===== src/rtl/dmftlb_pkg.sv =====
// shared types and constants for the direct-mapped fetch translation cache
package dmftlb_pkg;

    localparam int ADDR_W        = 64;
    localparam int OFFSET_W      = 12;
    localparam int PAGE_W        = ADDR_W - OFFSET_W;
    localparam int CMD_W         = 2;
    localparam int IDX_STEP_BITS = 4;
    localparam int IDX_STEPS     = PAGE_W / IDX_STEP_BITS;

    typedef enum logic [CMD_W-1:0] {
        CMD_LOOKUP = 2'd0,
        CMD_FILL   = 2'd1,
        CMD_FLUSH  = 2'd2
    } t_cmd;

    typedef enum logic [1:0] {
        ST_CLEAR,
        ST_IDLE,
        ST_INDEX,
        ST_COMPARE
    } t_state;

endpackage


===== src/rtl/dmftlb_index.sv =====
// page number to entry index: bit select for power-of-two sizes, serial remainder otherwise
module dmftlb_index #(
    parameter int ENTRIES = 8192
) (
    input  logic                                i_clk,
    input  logic                                i_rst_n,
    input  logic                                i_start,
    input  logic [dmftlb_pkg::PAGE_W-1:0]       i_vpage,
    output logic                                o_done,
    output logic [$clog2(ENTRIES)-1:0]          o_index
);

    import dmftlb_pkg::*;

    localparam int  IDX_W   = $clog2(ENTRIES);
    localparam bit  IS_POW2 = ((ENTRIES & (ENTRIES - 1)) == 0);

    generate
        if (IS_POW2) begin : g_mask
            logic             r_done;
            logic [IDX_W-1:0] r_index;

            always_ff @(posedge i_clk) begin
                if (!i_rst_n) begin
                    r_done <= 1'b0;
                end else begin
                    r_done <= i_start;
                end
            end

            always_ff @(posedge i_clk) begin
                if (i_start) begin
                    r_index <= i_vpage[IDX_W-1:0];
                end
            end

            assign o_done  = r_done;
            assign o_index = r_index;
        end else begin : g_serial
            localparam int REM_W = IDX_W + 1;
            localparam int CNT_W = $clog2(IDX_STEPS);
            localparam logic [REM_W-1:0] ENTRY_CNT = REM_W'(ENTRIES);
            localparam logic [CNT_W-1:0] LAST_STEP = CNT_W'(IDX_STEPS - 1);

            logic              r_busy;
            logic              r_done;
            logic [CNT_W-1:0]  r_cnt;
            logic [PAGE_W-1:0] r_shift;
            logic [REM_W-1:0]  r_rem;
            logic [REM_W-1:0]  n_rem;

            // one nibble of the page number per cycle, msb first
            always_comb begin
                n_rem = r_rem;
                for (int b = 0; b < IDX_STEP_BITS; b++) begin
                    n_rem = {n_rem[REM_W-2:0], r_shift[PAGE_W-1-b]};
                    if (n_rem >= ENTRY_CNT) begin
                        n_rem = n_rem - ENTRY_CNT;
                    end
                end
            end

            always_ff @(posedge i_clk) begin
                if (!i_rst_n) begin
                    r_busy <= 1'b0;
                    r_done <= 1'b0;
                    r_cnt  <= '0;
                end else begin
                    r_done <= 1'b0;
                    if (i_start) begin
                        r_busy <= 1'b1;
                        r_cnt  <= '0;
                    end else if (r_busy) begin
                        r_cnt <= r_cnt + 1'b1;
                        if (r_cnt == LAST_STEP) begin
                            r_busy <= 1'b0;
                            r_done <= 1'b1;
                        end
                    end
                end
            end

            always_ff @(posedge i_clk) begin
                if (i_start) begin
                    r_shift <= i_vpage;
                    r_rem   <= '0;
                end else if (r_busy) begin
                    r_shift <= {r_shift[PAGE_W-IDX_STEP_BITS-1:0], {IDX_STEP_BITS{1'b0}}};
                    r_rem   <= n_rem;
                end
            end

            assign o_done  = r_done;
            assign o_index = r_rem[IDX_W-1:0];
        end
    endgenerate

endmodule


===== config.mk =====
export PLATFORM = sky130hd
export DESIGN_NAME = dmftlb_index
export DESIGN_NICKNAME = d
export VERILOG_FILES = /design/src/rtl/dmftlb_pkg.sv /design/src/rtl/dmftlb_index.sv
export SDC_FILE = /design/constraint.sdc
export NUM_CORES = 1
export LEC_CHECK = 0
export BUFFER_PORTS_ARGS = -buffer_cell sky130_fd_sc_hd__buf_4
export CORE_MARGIN = 4
export CORE_UTILIZATION = 26
export CTS_CLUSTER_DIAMETER = 50
export DETAILED_ROUTE_END_ITERATION = 10
export HOLD_SLACK_MARGIN = 0.12
export PLACE_DENSITY = 0.85
export SYNTH_ARGS = -nofsm -noshare
export SYNTH_HDL_FRONTEND = slang
export SYNTH_SLANG_ARGS = --single-unit

===== constraint.sdc =====
create_clock -name i_clk -period 0.8 [get_ports i_clk]
set_input_delay 0.08 -clock i_clk [delete_from_list [all_inputs] [get_ports i_clk]]
set_output_delay 0.08 -clock i_clk [all_outputs]
set_load 0.1 [all_outputs]

==> Word-level counts from Yosys, hierarchy flattened <==
Index checks and enable logic that the tools add are counted.
{ "totals": {"ff_bits": 14, "input_bits": 55, "out_inout_bits": 14} }

==> Logic depth before layout (Yosys ltp) <==
Gate-level depths: netlist of run 1.
{ "depth": {"word_depth": 0, "ltp_mapped": 1, "depth_no_buf": 1} }

==> Least setup slack after synthesis of run 1 <==
No wires, ideal clock.
{ "synth_timing": {"path_type": "register to output", "start": "reg g_mask.r_done, in the netlist o_done", "end": "out o_done", "t_arrival_ns": 0.909, "setup_slack_ns": -0.189, "path_stages_with_launch": 1, "path_cell_list": "dfxtp_1"} }
{ "synth_lines": {"columns": ["element", "line_no", "text"], "rows": [
  ["start: declaration", "dmftlb_index.sv:20", "logic r_done;"],
  ["start signal: assignment", "dmftlb_index.sv:27", "r_done <= i_start;"],
  ["end: declaration", "dmftlb_index.sv:9", "output logic o_done,"]
]} }
No word-level cell between the ends.

==> Worst setup path after layout of run 1 <==
{ "layout_timing": {"start": "reg g_mask.r_index[1], in the netlist o_index[1]", "end": "out o_index[1]"} }
{ "layout_lines": {"columns": ["element", "line_no", "text"], "rows": [
  ["start: declaration", "dmftlb_index.sv:21", "logic [IDX_W-1:0] r_index;"],
  ["start signal: assignment", "dmftlb_index.sv:33", "r_index <= i_vpage[IDX_W-1:0];"],
  ["end: declaration", "dmftlb_index.sv:10", "output logic [$clog2(ENTRIES)-1:0] o_index"]
]} }
No word-level cell between the ends.

==> results of run 1 <==
-- stage by stage --
stage          cell area (um2)  setup TNS, ps  hold slack, ps  setup WS [ps]  total power, uW
2_1_floorplan              418          -2390             179           -184             1300
3_3_place_gp               656              0             259            109             1450
3_5_place_dp               656              0             260            101             1460
4_1_cts                    883          -2040             145           -177             1960
5_1_grt                    883          -2500             155           -214             2020
6_report                   883          -1850             153           -165             1930
-- registers in the layout, summed over array words and instances (netlist names) --
register	flops
o_index	13
o_done	1
-- logic make-up (layout without fill, tap and decap cells) --
logic type	Yosys count	in the layout	synth area share [%]
flops	14	14	98.5
simple gates	1	1	1.50
buf+inv	0	47	0
-- routing by layer --
metal	vias up	share of wire [%]	GRT usage [%]
met4	0	0	6.45
met5	-	0	0
met3	0	19	5.26
li1	153	-	-
met2	30	45	16.6
met1	147	36	10.2
-- layout by cell type (no fill, tap or decap), drive strengths merged --
master	instances
buf	29
dlygate4sd3	14
edfxtp	13
clkbuf	3
and2	1
clkinv	1
dfxtp	1
-- how the worst max path moves through the flow --
stage	endpoint	slack, ps	depth (start not counted)
final	o_index[1]	-160	1
after global routing	o_index[1]	-210	1
after CTS	o_index[1]	-180	1
after detailed placement	o_index[1]	100	1
after global placement	o_index[1]	110	1
after floorplan	o_index[0]	-180	0
-- area by class of cell --
class,count,area [um2],share of cell area [%]
clock inverters,1,3.75,0.425
repair buffers,43,419,47.5
flip-flops and latches,14,412,46.6
clock buffers,3,22.5,2.55
well taps,16,20.0,2.27
multi-input cells,1,6.26,0.708
-- power by group --
group | total, uW | internal, uW | switching [uW]
Combinational | 656 | 198 | 458
Sequential | 890 | 863 | 26.7
Clock | 387 | 180 | 207
-- what timing repair did --
action,4_1_cts,5_1_grt
setup buffers,0,0
hold buffers,14,0
gates resized for setup,16,0
endpoints found under the setup margin,14,14
hold endpoints to repair,14,0
==> metrics.cfg, run 1 <==
[power_and_ir_drop]
vdd_drop_max_mv=1.14
p_per_area_nw_per_um2=2190
leakagePower_uw=0.000372

[routing]
finalWirelength_um=1110
drc=0
drt_iter0_drc=1
antenna_left=0
wl_per_cell_um=14.3
num_vias=330
drt-vias-per-instance=4.23
drt-pass1-iter-count=2

[cts]
clockBufferDepth=2
cts.clk_slew.worst_paths_ps=80
htree_levels=1
tritoncts.num_buffers=3
clock_sinks=14
root_buffer=clkbuf_4
cts_tree=done

[worst_setup_path]
crit_family=flip-flops
worst-setup-path-type=reg2out
worst-path-buf-inv=1
critical_path.startpoint_type=flop
worstPathArrival_ps=880
cp_max_fo=1
required_ps=720
cp_slowest_stage_delay_ps=410
end_kind=output pin
setup.worst_path.start=o_index[1]$_DFFE_PP_
path_cells=buf_6
critPathSlowestCell=edfxtp_1

[placed_design]
dp.cells=60
numPortBuffers=29
gp_congestion=0.666

[sta]
worst_slack_ps=-165
rsz0062_at_grt=true
slew_violations=0
period_share_pct=121
tightest_slew_ps=206
period_minus_slack_ps=965
relSlewSlack_pct=86.3
setup_viol=14
fmax_mhz=1040
finalHoldViolCount=0

[worst_hold_path]
hp-class=in2reg
min_to=o_index[12]$_DFFE_PP_
hold_start=i_start
holdPathStages=1

[synth]
yosys_register_bits=14
synthArstFlopShare_pct=0
syn_inst=15
synth_nets=70
ys_seq_area_share_pct=98.5
netlist.top_cell.by_area=edfxtp_1
synthFlopType=edfxtp_1
synth-edff-count=13
synth_common_cells=13 x edfxtp_1, 1 x and2_1, 1 x dfxtp_1
yosysMostFrequentCell=edfxtp_1
synth_top_cell_area_share_pct=93.7
avgSynthCellArea_um2=27.8
synthTopCellsByArea=edfxtp_1 94%, dfxtp_1 4.8%, and2_1 1.5%
ys_warn_count=0
synth_area_um2=417
synth.distinct_cells=3

[floorplanning]
fp.dieW_um=48.0
fp.coreArea_um2=1510
die_h_um=48.0
ios=69
num_rows=14
start_util_pct=27.7
die_area_um2=2310

[cells_and_area]
diodes=0
instances_no_fill=78
area_growth_pct=112
fin_util_pct=58.6
num-fill-cells=113
drive_gt1_share_pct=53.2
fin_nets=118

[status]
run_status=finished, violations left
failed_checks=negative setup slack

[grt]
grt_overflow=0
grt_pass1_vias=353
grt_antenna_before_repair=0
grt_pass1_wl_um=1480
grt_max_degree=15
grt_usage_pct=10.2

[flow_run]
max-cap-violations=0

No activity file was read; power rests on OpenSTA's default activity.
==> run 2, diff against run 1 <==
- CORE_UTILIZATION: 26 -> 28
- PLACE_DENSITY: 0.85 -> 0.9
- clock period: 0.8 -> 1.2 ns (I/O delays scaled with it)
==> run 2 against run 1 <==
The flow now finishes without violations. Sequential power down 34%. Worst hold slack better by 31 ps. Critical path type unchanged. First-iteration DRC count grew to 3.0 times the previous value. Routed wire length decreased by 5.1%. Die area is 6.0% lower.
==> metrics.cfg, run 2 (synthesized netlist as in run 1, its figures left out) <==
[sta]
period_minus_slack_ps=1030
setup_viol=0
rsz0062_at_grt=false
slew_violations=0
holdWs_ps=184
tightest_slew_ps=284
fmax_mhz=967
worst_slack_ps=166
relSlewSlack_pct=81.2
period_share_pct=86.2
setup_tns_ps=0
finalHoldViolCount=0

[cts]
clock_sinks=14
clockBufferDepth=2
htree_levels=1
cts_tree=done
post-cts-setup-buffers=0
cts.clk_slew.worst_paths_ps=80
root_buffer=clkbuf_4
tritoncts.num_buffers=3
cts_resized=0

[placed_design]
dpl_cell_area_um2=653
numPortBuffers=29
gp_congestion=0.641
post-place-ws_ps=463

[worst_hold_path]
holdPathStages=1
hp-class=in2reg

[power_and_ir_drop]
switching_share_pct=34.7
vdd_drop_max_mv=0.806
switching_power_uw=459
p_per_area_nw_per_um2=1590
seq_power_share_pct=44.2
internal-power_uw=864
p_comb_share_pct=30.9
clockPowerShare_pct=24.8
leakagePower_uw=0.000357

[routing]
drt_iter0_drc=3
finalWirelength_um=1060
drc=0
drt-vias-per-instance=4.13
wl_per_cell_um=13.7
antenna_left=0
drt-pass1-iter-count=2
num_vias=318

[floorplanning]
fp.coreArea_um2=1350
ios=69
num_rows=13
die_area_um2=2170
fp.dieW_um=46.6
start_util_pct=30.9
die_h_um=46.6

[cells_and_area]
drive_gt1_share_pct=53.2
num-fill-cells=98
layout.cells.most_common_list=29 x buf_4, 14 x dlygate4sd3_1, 13 x edfxtp_1, 3 x clkbuf_4
area_growth_pct=99.1
seq_area_um2=410
fin_util_pct=61.4
diodes=0
multi_input_area_um2=6.26
final_common_cell=buf_4
largest_reg_flops=13
final_area_um2=830
fin_nets=118

[worst_setup_path]
critical_path.startpoint_type=flop
cp_slowest_stage_delay_ps=350
path_cells=buf_4
cp_max_fo=1
worstPathArrival_ps=910
crit_path_end=o_index[9]
setup.worst_path.start=o_index[9]$_DFFE_PP_
worst-path-buf-inv=1
worst-setup-path-type=reg2out
crit_family=flip-flops
end_kind=output pin
critPathSlowestCell=edfxtp_1
required_ps=1080
crit_cells=1

[grt]
grt_pass1_vias=353
grt_pass1_wl_um=1570
grt_usage_pct=11.5
grt_antenna_before_repair=0
grt_max_degree=15
grt_overflow=0

[flow_run]
max-cap-violations=0

[status]
run_status=complete, no violations

==> run 2: cell count changes in the layout (fill, tap and decap cells not counted) <==
cell      previous run  this run
dfxtp_2              1         0
clkinv_1             1         0
buf_4               15        29
buf_6               13         0
clkbuf_8             0         1
buf_12               1         0
dfxtp_1              0         1
==> run 2: power groups by stage <==
stage	clock (uW)	sequential (uW)	combinational, uW
finish	328	585	409
global route	364	590	420
CTS	344	586	410
detailed placement	0	597	373
global placement	0	595	371
floorplan	0	866	1.07
==> run 2: what timing repair did <==
item / in CTS / in global routing
hold endpoints to repair: 14 / 0
endpoints found under the setup margin: 0 / 0
hold buffers: 14 / 0
==> run 2: layout make-up <==
cell class              instances  area share (%)
clock buffers                   4            4.37
multi-input cells               1           0.754
flip-flops and latches         14            49.5
well taps                      15            2.26
repair buffers                 43            43.1
==> run 2: how the worst min path moves through the flow <==
stage	startpoint	endpoint	slack, ps
4_1_cts	i_start	o_index[3]$_DFFE_PP_	180
5_1_grt	i_start	o_index[9]$_DFFE_PP_	180
6_report	i_start	o_index[5]$_DFFE_PP_	180
3_3_place_gp	i_vpage[3]	o_index[3]$_DFFE_PP_	300
2_1_floorplan	i_vpage[0]	o_index[0]$_DFFE_PP_	220
3_5_place_dp	i_vpage[5]	o_index[5]$_DFFE_PP_	300
==> run 2: stage by stage <==
stage,std cells,power [uW]
after floorplan,15,867
after CTS,77,1340
after global routing,77,1370
final,77,1320
after global placement,59,966
after detailed placement,59,970
==> run 2: per-layer routing <==
metal / global-route usage (%) / share of wire [%] / up-vias
li1: - / - / 151
met1: 10.0 / 35 / 141
met2: 21.7 / 51 / 24
met3: 3.13 / 14 / 2
met4: 8.52 / 0.57 / 0
met5: 0 / 0 / -
==> run 3, diff against run 2 <==
- ABC_AREA: not set -> 1
==> run 3 against run 2 <==
Critical path depth is the same. First-iteration DRC count down 100%. Routed wire length increased by 4.0%. Synthesized area grew 0.30%. Largest cell class unchanged. Sequential share of layout area is 0.53 points higher. Sequential power about the same.
==> metrics.cfg, run 3 <==
[grt]
grt_pass1_wl_um=1640
grt_antenna_before_repair=0
grt_pass1_vias=390
grt_usage_pct=11.6
grt_overflow=0
grt_max_degree=15

[worst_setup_path]
critPathSlowestCell=edfxtp_1
end_kind=output pin
worst-setup-path-type=reg2out
cp_slowest_stage_delay_ps=350
required_ps=1080
critical_path.startpoint_type=flop
worst-path-buf-inv=1
worstPathArrival_ps=910
cp_max_fo=1
crit_family=flip-flops
path_cells=buf_4

[synth]
yosysMostFrequentCell=edfxtp_1
ys_warn_count=0
synthArstFlopShare_pct=0
avgSynthCellArea_um2=26.1
synth.distinct_cells=4
ys_seq_area_share_pct=98.2
synthTopCellsByArea=edfxtp_1 93%, dfxtp_1 4.8%, inv_1 0.90%
synth_nets=71
syn_inst=16
netlist.top_cell.by_area=edfxtp_1
synth-edff-count=13
synthFlopType=edfxtp_1
synth_top_cell_area_share_pct=93.4
synth_common_cells=13 x edfxtp_1, 1 x dfxtp_1, 1 x inv_1, 1 x nand2_1
yosys_register_bits=14
synth_area_um2=418

[routing]
wl_per_cell_um=14.1
finalWirelength_um=1100
num_vias=332
drt-vias-per-instance=4.26
antenna_left=0
drt-pass1-iter-count=1
drt_iter0_drc=0
drc=0

[placed_design]
post-place-ws_ps=460
dpl_cell_area_um2=654
gp_congestion=0.657
hpwl_um=837
numPortBuffers=29

[sta]
slew_violations=0
period_share_pct=85.5
setup_viol=0
rsz0062_at_grt=false
worst_slack_ps=174
tightest_slew_ps=286
relSlewSlack_pct=81.1
finalHoldViolCount=0
fmax_mhz=974
setup_tns_ps=0
period_minus_slack_ps=1030

[floorplanning]
ios=69
die_area_um2=2170
fp.coreArea_um2=1350
fp.dieW_um=46.6
start_util_pct=31.0
num_rows=13
die_h_um=46.6

[power_and_ir_drop]
internal-power_uw=799
vdd_drop_max_mv=0.898
leakagePower_uw=0.000359
p_comb_share_pct=32.9
p_per_area_nw_per_um2=1520
seq_power_share_pct=46.8
switching_share_pct=36.1
switching_power_uw=451
clockPowerShare_pct=20.3

[cells_and_area]
drive_gt1_share_pct=50.8
final_area_um2=821
largest_reg_flops=13
fin_nets=119
area_growth_pct=96.4
diodes=0
final_common_cell=buf_4
layout.cells.most_common_list=29 x buf_4, 14 x dlygate4sd3_1, 13 x edfxtp_1, 3 x clkbuf_4

[cts]
root_buffer=clkbuf_4
cts_tree=done
post-cts-setup-buffers=0
clock_sinks=14
htree_levels=1
tritoncts.num_buffers=3
clockBufferDepth=2
cts.clk_slew.worst_paths_ps=80
cts_resized=0

[worst_hold_path]
hp-class=in2reg

[status]
run_status=complete, no violations

[flow_run]
max-cap-violations=0

-- run 3: kinds of logic after synthesis --
kind of cell	Yosys count	synth area share (%)
flops	14	98.2
simple gates	1	0.897
buf+inv	1	0.897
-- run 3: worst paths after layout --
check            startpoint                end  slack, ps  cells after the start
max    o_index[1]$_DFFE_PP_         o_index[1]        170                      1
min                 i_start  o_done$_SDFF_PN0_        170                      3
-- run 3: cell type report --
class / count / area [um2]
Timing Repair Buffer: 43 / 358
Tap cell: 15 / 18.8
Fill cell: 111 / 529
Clock inverter: 1 / 3.75
Sequential cell: 14 / 410
Multi-Input combinational cell: 1 / 3.75
Clock buffer: 3 / 22.5
Inverter: 1 / 3.75
-- run 3: stage by stage --
stage          hold slack, ps  total power (uW)  instances  util, %
3_5_place_dp              300               974         60     48.5
5_1_grt                   175              1310         78     60.8
4_1_cts                   165              1270         78     60.8
6_report                  173              1250         78     60.8
3_3_place_gp              299               966         60     48.5
2_1_floorplan             213               867         16        -
-- run 3: metal layers --
layer	global-route usage (%)	vias to the layer above	wire, um
li1	-	156	-
met1	13.5	146	437
met2	19.0	30	489
met3	4.30	0	171
met4	4.97	0	0
met5	0	-	0
-- run 3: repair_timing --
item / in CTS / in global routing
hold buffers: 14 / 0
endpoints found under the setup margin: 0 / 0
endpoints found under the hold margin: 14 / 0
-- run 3: power by group through the flow --
stage	combinational [uW]	sequential (uW)	clock (uW)
finish	411	585	253
detailed placement	376	598	0
global route	422	589	302
global placement	372	594	0
floorplan	1.16	866	0
CTS	413	587	274
